## src/sv/sqs_ram.sv

```systemverilog
`timescale 1ns / 1ps
// Simple dual-port synchronous RAM: one write port, one read port with a
// registered read. Depends on nothing.
module sqs_ram #(
    parameter int AW = 7,
    parameter int DW = 32
) (
    input  logic          i_clk,
    input  logic          i_we,
    input  logic [AW-1:0] i_waddr,
    input  logic [DW-1:0] i_wdata,
    input  logic          i_re,
    input  logic [AW-1:0] i_raddr,
    output logic [DW-1:0] o_rdata
);

    logic [DW-1:0] r_mem [2**AW];
    logic [DW-1:0] r_rdata;

    always_ff @(posedge i_clk) begin
        if (i_we) begin
            r_mem[i_waddr] <= i_wdata;
        end
    end

    always_ff @(posedge i_clk) begin
        if (i_re) begin
            r_rdata <= r_mem[i_raddr];
        end
    end

    assign o_rdata = r_rdata;

endmodule

```

## config.mk

```make
export PLATFORM = sky130hd
export DESIGN_NAME = sqs_ram
export DESIGN_NICKNAME = d
export VERILOG_FILES = /design/src/sv/sqs_ram.sv
export SDC_FILE = /design/constraint.sdc
export NUM_CORES = 2
export LEC_CHECK = 0
export BUFFER_PORTS_ARGS = -buffer_cell sky130_fd_sc_hd__buf_2
export CORE_ASPECT_RATIO = 1.1
export CORE_MARGIN = 2
export CORE_UTILIZATION = 68
export DETAILED_ROUTE_END_ITERATION = 10
export PLACE_DENSITY = 0.93
export SYNTH_ARGS = -nofsm -noshare
export SYNTH_HDL_FRONTEND = slang
export SYNTH_SLANG_ARGS = --single-unit
```

## constraint.sdc

```tcl
create_clock -name i_clk -period 7 [get_ports i_clk]
set_input_delay 0.35 -clock i_clk [delete_from_list [all_inputs] [get_ports i_clk]]
set_output_delay 0.35 -clock i_clk [all_outputs]
set_load 0.005 [all_outputs]
```

==> run metrics <==
period utilization 0.523; failing checks slew limit; post-layout min period about 3.7 ns; ys async rst share 0; Worst Setup Start Kind input pin; buffers added on ports 80; DR pass1 iterations 8; Worst R2R End o_rdata[1]; worst hold path depth 2; commonest cells in the netlist edfxtp_1 (4,128), mux4_2 (1,344), clkbuf_1 (182); core footprint 229,000 sq um; fill count between 9,000 and 10,000; Slew Viols, Final 32; Pleak 0.0541 uW; # DRC 0; hold_buf cts 27; Flop pwr share 0.519; worst hold slack 0.145 ns; Yosys top cell area share 0.792; Psw around 12,000 uW; Max Clock Freq about 270 MHz; Post-CTS Resized 0; switching fraction of total power 0.224; TNS Setup 0 ns; drt initial violations around 21,000; die area between 200,000 and 250,000 sq um; first-pass GRT wire length about 720,000 microns; register area share after synthesis 0.792; final setup fails 0; clk slew on worst S/H paths 0.07 ns; layout cells sized above 1 0.354; row cnt ~180; Placer Congestion ~0.85; Comb pwr share 0.054; Final Util 0.769; final wirelength around 530,000 microns; synth top area cells edfxtp_1 (79%), mux4_2 (19%), clkbuf_1 (0.44%), nor2_1 (0.29%), buf_2 (0.25%); Synth Warn # 0; maxcap violations 0; Num CTS Buffers between 300 and 400; Syn-to-layout area delta 12.4%; Final Skew ~0.064 ns; status complete, but fails checks; average cell area after synthesis roughly 26 sq um; CTS sink cnt just over 4,000; vias in the first global route about 79,000; Post-synth EDFFs 4,128; DIE WIDTH 462 microns; GRT Total Usage 0.467; Nets between 6,000 and 7,000; Min-Delay Endpoint o_rdata[2]; CP cell instances buf_12 > buf_4 > buf_4 > mux4_2 > mux4_2 > mux4_2 > mux2_2; Avg WL per Cell about 54 microns; die height about 510 microns; Initial Util 0.684; clock network power share 0.427; Worst Path Required approximately 8 ns; clock root buffer clkbuf_16; CP max stage cell mux4_2; max layer used met5; Worst path max stage delay 0.73 ns; HP Start i_re; final instance area around 180,000 sq um; post-route ant nets 0; power density over the cells approximately 300 nW/um^2; Detailed Place HPWL around 260,000 microns; initial antenna violation count just over 90; Longest Clk Path Bufs 4; crit path max fanout 100; Primary FF master, synth edfxtp_1; syn nets about 6,000; final hold vios 0; Setup CP Type input pin to flip-flop; worst-skew pair later-pin latency around 1.1 ns; Area after DPL around 160,000 sq um; slew at the pin closest to its max-slew limit about 1.5 ns; Via density between 8 and 9; largest net degree at the start of global routing 129; Metal-1 WL 158,000 microns; flop-to-flop setup slack roughly 3.9 ns; Routed met2 length between 200,000 and 250,000 microns; normalized max-slew margin -0.0114; most used cell, CP mux4_2; htree depth 5; Synth cell types 16; worst r2r src r_mem[58][1]; FF+latch count, synth approximately 4,100; Internal Power 41,000 uW; Critical Path AT roughly 4.4 ns; mapped cell area 157,000 sq um; worst reg-to-reg path cell count 4; WL met3 between 90,000 and 100,000 microns; HP Class input pin to flip-flop; Overflow after GRT 0; Post-Synthesis Cells 5,990; Setup Buffers After CTS 0; Peak VDD IR roughly 0.00033 V; Crit. End Element flip-flop; unrepaired setup endpoints after global routing no; via count roughly 85,000; CTS tree built; num ports 81; most frequent cell after synthesis edfxtp_1; top cell type by total area after synthesis edfxtp_1
-- flip-flops by register name (all words and copies together) (netlist names) --
signal and flops:
r_mem 4096, o_rdata 32
-- placed cells by master, fill, tap and decap left out, types with 3 or more instances in the layout --
master         Yosys  layout
nor3_2             0       9
mux4_2          1344    1344
dlygate4sd3_1      0      32
clkinv_2           0      76
bufinv_16          0      66
clkinvlp_4         0      13
buf_12             0      24
inv_6              0       3
nor2b_1            7       7
nand4_1            3       3
diode_2            0      73
clkbuf_1         182      54
buf_4              3     225
buf_16             0       6
nor2_4             0     119
mux2_2            32      32
buf_6              2       6
buf_2             79      42
clkinv_1           0      68
clkbuf_16          0     393
edfxtp_1        4128    4128
nand3_2            0       4
nand2_1           14      14
buf_8              0       3
nor2_1           122       3
nand3_1           12       8
-- per-stage QoR --
step           power, uW  instances  worst slack [ns]
3_3_place_gp       30200       9043              2.62
5_1_grt            53400       9785              3.16
6_report           52800       9828              3.34
3_5_place_dp       30500       9043              2.47
4_1_cts            52500       9744              3.42
2_1_floorplan      29200       5990              3.41
-- worst max-delay path: cells and delay by family --
| family | cells | cell delay [ns] |
|---|---|---|
| muxes | 4 | 2.36 |
| buffers and inverters | 3 | 1.62 |
-- final cells by class --
class | instances | area (sq um) | share of cell area
diodes | 73 | 183 | 0.00104
clock buffers | 447 | 10000 | 0.0570
clock inverters | 227 | 2750 | 0.0156
multi-input cells | 1546 | 32300 | 0.183
flip-flops and latches | 4128 | 124000 | 0.704
well taps | 3069 | 3840 | 0.0218
repair buffers | 338 | 2980 | 0.0169
-- per-layer routing --
metal  up-vias  track usage
li1      27200            -
met2     12200        0.663
met3      2401        0.177
met1     43200        0.642
met5         -      0.00841
met4        70        0.257
-- power groups by stage --
stage / combinational (uW) / sequential, uW / clock (uW)
finish: 2860 / 27400 / 22500
global route: 2840 / 27400 / 23200
CTS: 2680 / 27400 / 22400
detailed placement: 2530 / 27900 / 0
global placement: 2320 / 27900 / 0
floorplan: 1320 / 27900 / 0
-- kinds of logic after synthesis --
kind of cell / Yosys count / synth area share
buf+inv: 316 / 0.00837
flops: 4128 / 0.792
mux: 1376 / 0.196
simple gates: 170 / 0.00445
-- worst max path at each step --
stage,from,end,depth (start not counted)
5_1_grt,i_raddr[0],o_rdata[16],7
6_report,i_raddr[0],o_rdata[16],7
3_3_place_gp,i_raddr[0],o_rdata[16],7
4_1_cts,i_raddr[0],o_rdata[16],7
2_1_floorplan,i_we,r_mem[98][0],3
3_5_place_dp,i_raddr[0],o_rdata[16],7
No activity file was read; power rests on OpenSTA's default activity.
